`src/rtl/core/nearest_track_association_defines.svh`:
```
// Assertion macros
`ifndef NEAREST_TRACK_ASSOCIATION_DEFINES_SVH
`define NEAREST_TRACK_ASSOCIATION_DEFINES_SVH
`ifndef SYNTHESIS
`define NTA_ASSERT_IMP(label, clk, rst_n, a, c) \
    label: assert property (@(posedge clk) disable iff (!rst_n) (a) |-> (c)) \
        else $error("assertion failed");
`define NTA_ASSERT_NXT(label, clk, rst_n, a, c) \
    label: assert property (@(posedge clk) disable iff (!rst_n) (a) |=> (c)) \
        else $error("assertion failed");
`else
`define NTA_ASSERT_IMP(label, clk, rst_n, a, c)
`define NTA_ASSERT_NXT(label, clk, rst_n, a, c)
`endif
`endif

```
`src/rtl/core/nta_dist.sv`:
```
module nta_dist #(
    parameter int CB = 11
) (
    input  logic            clk,
    input  logic [CB-1:0]   tx,
    input  logic [CB-1:0]   ty,
    input  logic [CB-1:0]   tw,
    input  logic [CB-1:0]   th,
    input  logic [CB:0]     cx,
    input  logic [CB:0]     cy,
    output logic [2*CB+2:0] sq_dist
);
    logic [CB:0]     tcx, tcy;
    logic [CB+1:0]   sx, sy;
    logic [CB:0]     dx_reg, dy_reg;
    logic [2*CB+1:0] qx_reg, qy_reg;

    assign sx  = ({2'b0, tx} << 1) + {2'b0, tw};
    assign sy  = ({2'b0, ty} << 1) + {2'b0, th};
    assign tcx = sx[CB+1:1];
    assign tcy = sy[CB+1:1];

    always_ff @(posedge clk)
    begin
        dx_reg <= (tcx > cx) ? tcx - cx : cx - tcx;
        dy_reg <= (tcy > cy) ? tcy - cy : cy - tcy;
        qx_reg <= dx_reg * dx_reg;
        qy_reg <= dy_reg * dy_reg;
    end

    assign sq_dist = {1'b0, qx_reg} + {1'b0, qy_reg};
endmodule

```
`config.mk`:
```
export PLATFORM = sky130hd
export DESIGN_NAME = nta_dist
export DESIGN_NICKNAME = d
export VERILOG_FILES = /design/src/rtl/core/nearest_track_association_defines.svh /design/src/rtl/core/nta_dist.sv
export SDC_FILE = /design/constraint.sdc
export NUM_CORES = 1
export LEC_CHECK = 0
export BUFFER_PORTS_ARGS = -buffer_cell sky130_fd_sc_hd__buf_2
export CAP_MARGIN = 20
export CORE_MARGIN = 2
export CORE_UTILIZATION = 50
export DETAILED_ROUTE_END_ITERATION = 12
export HOLD_SLACK_MARGIN = 0.12
export PLACE_DENSITY = 0.68
export SYNTH_ARGS = -nofsm -noshare
export SYNTH_HDL_FRONTEND = slang
export SYNTH_SLANG_ARGS = --single-unit
```
`constraint.sdc`:
```
create_clock -name clk -period 6.5 [get_ports clk]
set_input_delay 0.65 -clock clk [delete_from_list [all_inputs] [get_ports clk]]
set_output_delay 0.65 -clock clk [all_outputs]
set_load 0.02 [all_outputs]
```
After elaboration in Yosys (flattened, before gate mapping)

Index checks and enable logic that the tools add are counted.

Add/sub/neg operators: 7
Multiply operators: 2
Order comparisons: 2
Multiplexer cells: 2

Operator list:

| kind             | number |
|---|---|
| $mul A12 B12 Y24 | 2 |
| $sub A12 B12 Y12 | 4 |
| $add A12 B11 Y13 | 2 |
| $add A24 B24 Y25 | 1 |
| $gt A12 B12 Y1   | 2 |
| $mux W12         | 2 |

Flip-flop bits (word level): 72
Input bits: 69
Output and inout bits: 25
Word-level logic and storage cells: 17

Depth between registers and ports, before layout

Depth after elaboration: 3
Depth in mapped cells: 23
Depth with buffers taken out: 22

Worst setup path after synthesis

OpenSTA, ideal clock, no wires.

Path type: reg2reg
From: register dy_reg[9]
To: register qy_reg[23]
Setup time: 72 ps
Arrival time: 4986 ps
Setup slack: 1442 ps
Cell stages (with the launch flop): 20
Period minus slack after synthesis: 5058 ps
Cells stage by stage: dfxtp_1 -> clkbuf_1 -> inv_1 -> nor2_1 -> fa_1 -> fa_1 -> fa_1 -> fa_1 -> inv_1 -> fa_1 -> inv_1 -> ha_1 -> a21o_1 -> a21o_1 -> a21o_1 -> a21oi_1 -> o22ai_1 -> a211o_1 -> a21oi_1 -> xnor2_1

Cells in the longest elaborated chain, start to end: 1

Ends and longest elaborated chain:

| element                  | line           | source |
|---|---|---|
| start: declaration       | nta_dist.sv:15 | `logic [CB:0] dx_reg, dy_reg;` |
| start signal: assignment | nta_dist.sv:26 | `dy_reg <= (tcy > cy) ? tcy - cy : cy - tcy;` |
| $mul A12 B12 Y24         | nta_dist.sv:28 | `qy_reg <= dy_reg * dy_reg;` |
| end signal: assignment   | nta_dist.sv:28 |  |
| end: declaration         | nta_dist.sv:16 | `logic [2*CB+1:0] qx_reg, qy_reg;` |

Every way passes these cells.

Worst setup path after layout

From: register dx_reg[6]
To: register qx_reg[23]

Cells in the longest elaborated chain, start to end: 1

Ends and longest elaborated chain:

| element                  | line           | source |
|---|---|---|
| start: declaration       | nta_dist.sv:15 |  |
| start signal: assignment | nta_dist.sv:25 | `dx_reg <= (tcx > cx) ? tcx - cx : cx - tcx;` |
| $mul A12 B12 Y24         | nta_dist.sv:27 | `qx_reg <= dx_reg * dx_reg;` |
| end signal: assignment   | nta_dist.sv:27 |  |
| end: declaration         | nta_dist.sv:16 |  |

Every way passes these cells.

==> run summary <==
The run finished with clean final reports. The number of fill cells in the layout is approximately 2400. The area taken by flip-flops and latches came out at 1400 sq um. The I/O pin count came out at 94.

TritonCTS built the clock tree. A synthesized cell averages about 8.6 sq um. The summed instance area of the synthesized netlist is 13100 sq um.

The total placed cells including tap cells came out at roughly 1900. From bottom edge to top edge, the die measures 166 um. The DRC violation total after the first TritonRoute iteration is 400. The slew at the pin with the worst max-slew slack came out at around 0.80 ns. In this run the deepest clock path goes through 2 buffers. Of all nets on the critical path, the largest fanout is 12.

The count of synthesis-stage warnings from yosys is 0. The final net count came out at ~2000. The initial utilization of the core area, before any placement, comes to 0.506.

The number of antenna violations at the first check in global routing is 0. Yosys mapped the design onto 57 distinct sky130hd cell types. For this run, the leading register cell type out of synthesis is sky130_fd_sc_hd__dfxtp_1.

The min-delay analysis places its worst path in the category reg -> reg. The net count of the mapped netlist came out at 1956. The clock buffer count from CTS came out at 9.

The via count of the first global-routing pass came to 9874. The synthesized design contains 0 enable-type register cells. Setup violations remaining at the end of the flow were counted as 0. The first global-routing pass estimated roughly 43 mm of wire.

The tool flagged a number of max-cap violations equal to 0. The total die area is 27500 sq um. The share of cells above drive strength 1 is 0.0803. The growth of design area from synthesis to finish came out at 8.06%. The number of buffers inserted for hold repair after clock tree synthesis came out at 0. The number of hold violations in the final report was 0. Clock skew on the completed layout was measured at roughly 0.012 ns. The most numerous cell in the Yosys netlist is sky130_fd_sc_hd__inv_1.

After floorplanning, the core was divided into 59 placement rows. After clock tree synthesis, the clock-pin slew on the worst setup and hold paths is 0.06 ns. The number of antenna diodes in the final layout is 0. Setup total negative slack on the finished layout was measured at 0 ns. After synthesis the netlist holds a flip-flop and latch count of 70. Of the synthesized area, sequential elements account for 0.107. The post-synthesis async set-or-reset flop share is 0. The final route contains 9790 vias. The count of TritonRoute iterations in the first routing pass came out at 5. The dominant delay contributor by cell family on the critical path is adder cells.

The max-slew violation count is 0. The final setup slack of the worst path is approximately 0.91 ns. The overflow left after global routing came out at 0. The total cell area at the placement stage came out at roughly 14000 sq um. The number of cells upsized or downsized after cts is 0.

The critical path is of the reg -> reg type. The total area inside the core boundary comes to 25800 sq um. The standard cell with the maximum stage delay on the critical path is sky130_fd_sc_hd__dfxtp_1. The number of post-CTS setup repair buffers came out at 0. The final non-filler cell total came out at 1917. In this run the horizontal extent of the chip is 166 um. Entering global routing, the biggest net connects 19 pins. Setup repair after global routing left no endpoint under its margin. The minimum clock period came out at 5.59 ns. Sorting the synthesized cells by area gives the leading types as sky130_fd_sc_hd__fa_1 25%, sky130_fd_sc_hd__ha_1 20%, sky130_fd_sc_hd__dfxtp_1 11%. The post-route antenna net violation count came out at 0.

The arrival time at the worst endpoint came out at 5.82 ns. At the end of routability-driven placement, the weighted congestion stood at 0.808. The placement-stage worst setup slack is 0.946 ns. The post-layout instance area is around 14000 sq um. In the synthesized netlist, the number of instances is roughly 1500. The worst slew slack as a fraction of its limit came out at 0.468.

The total area of multi-input combinational cells is between 10000 and 15000 sq um. The number of input and output port buffers inserted came out at 91. The cell sitting at the root of the clock tree is a sky130_fd_sc_hd__clkbuf_16. The maximum clock frequency came out at 179 MHz. The global-route usage over all layers is 0.182. The biggest cell delay along the critical path came out at 0.63 ns. Counting instances in the post-synthesis netlist gives the leading cell types as 341 x sky130_fd_sc_hd__inv_1, 207 x sky130_fd_sc_hd__ha_1, 165 x sky130_fd_sc_hd__fa_1. The synthesized design spends more area on one cell type than any other, namely sky130_fd_sc_hd__fa_1. The residual DRC count is 0.

At the later pin of the worst-skew pair, clock insertion delay measures 0.34 ns. The total number of H-tree levels is 3. The total buffers and inverters traversed by the critical path came out at 5. STA classifies the critical path endpoint as a flip-flop. The critical path goes through nand2_1, inv_1, fa_1, fa_1, inv_1, fa_1, inv_1, fa_1, inv_1, fa_1, inv_1, ha_1, a21oi_1, o21ai_0, a31oi_1, a21oi_1, a21o_1, nand2_1, a21oi_1, xnor2_1. Dividing the detail-routed via count by the number of cells gives 5.11. The average wire length per cell after detail routing is ~12 um. The category of the worst setup path launch point is a flip-flop. The number of clock sinks seen by CTS came out at 70. The detailed placer's ending HPWL is between 20 and 25 mm. The post-detailed-routing wire length came out at 23.7 mm. The share of synthesized area in the top cell type comes to 0.253. For the worst setup path, the data required time is 6.73 ns.

Dividing the final minimum period by the clock period gives 0.860.
-- stage by stage --
stage / utilization / hold WS (ns)
floorplan: - / 0.354
global placement: 0.533 / 0.556
detailed placement: 0.533 / 0.562
CTS: 0.547 / 0.581
global route: 0.547 / 0.608
finish: 0.547 / 0.580
-- per-layer routing --
metal | routed length (um) | GRT usage | vias up
li1 | - | - | 4949
met4 | 235 | 0.0321 | 0
met2 | 11400 | 0.314 | 142
met3 | 741 | 0.0251 | 18
met5 | 0 | 0 | -
met1 | 11400 | 0.248 | 4681
-- path summary, 6_finish.rpt --
kind / start / to / slack [ns] / depth (start not counted)
max: dx_reg[6] / qx_reg[23] / 0.91 / 20
min: dy_reg[0] / qy_reg[0] / 0.58 / 0
max reg2reg: dx_reg[6] / qx_reg[23] / 0.91 / 20
min reg2reg: dy_reg[0] / qy_reg[0] / 0.58 / 0
-- cell families (layout without fill, tap and decap cells) --
group / count (synthesis) / count (layout) / share of synthesized area
mux: 14 / 14 / 0.0111
fa+ha+maj: 372 / 372 / 0.451
simple gates: 331 / 331 / 0.131
compound gates: 240 / 240 / 0.117
xor+xnor: 105 / 105 / 0.0703
flops: 70 / 70 / 0.107
buf+inv: 383 / 450 / 0.112
-- placed cells by master (no fill, tap or decap), drive strengths merged, types with 5 or more instances in the layout --
cell,instances
inv,341
ha,207
fa,165
buf,93
and2,83
a21oi,81
nand2,77
dfxtp,70
xnor2,68
nor2,61
o21ai,43
xor2,37
a21o,31
nor2b,27
nor3,18
nand3,13
a31oi,12
o21bai,11
nand4,10
mux2i,10
clkbuf,10
or2,9
nand2b,9
a21boi,8
o21a,7
and3,7
o211ai,7
a211oi,5
o2111ai,5
-- layout make-up --
| type | count | area share |
|---|---|---|
| multi-input cells | 1062 | 0.723 |
| well taps | 335 | 0.0297 |
| repair buffers | 93 | 0.0333 |
| inverters | 341 | 0.0906 |
| clock buffers | 10 | 0.0169 |
| clock inverters | 6 | 0.00771 |
| flip-flops and latches | 70 | 0.0992 |
Power is not shown: default switching activity piles up to over one toggle a cycle in this logic, so the estimate is an artifact.
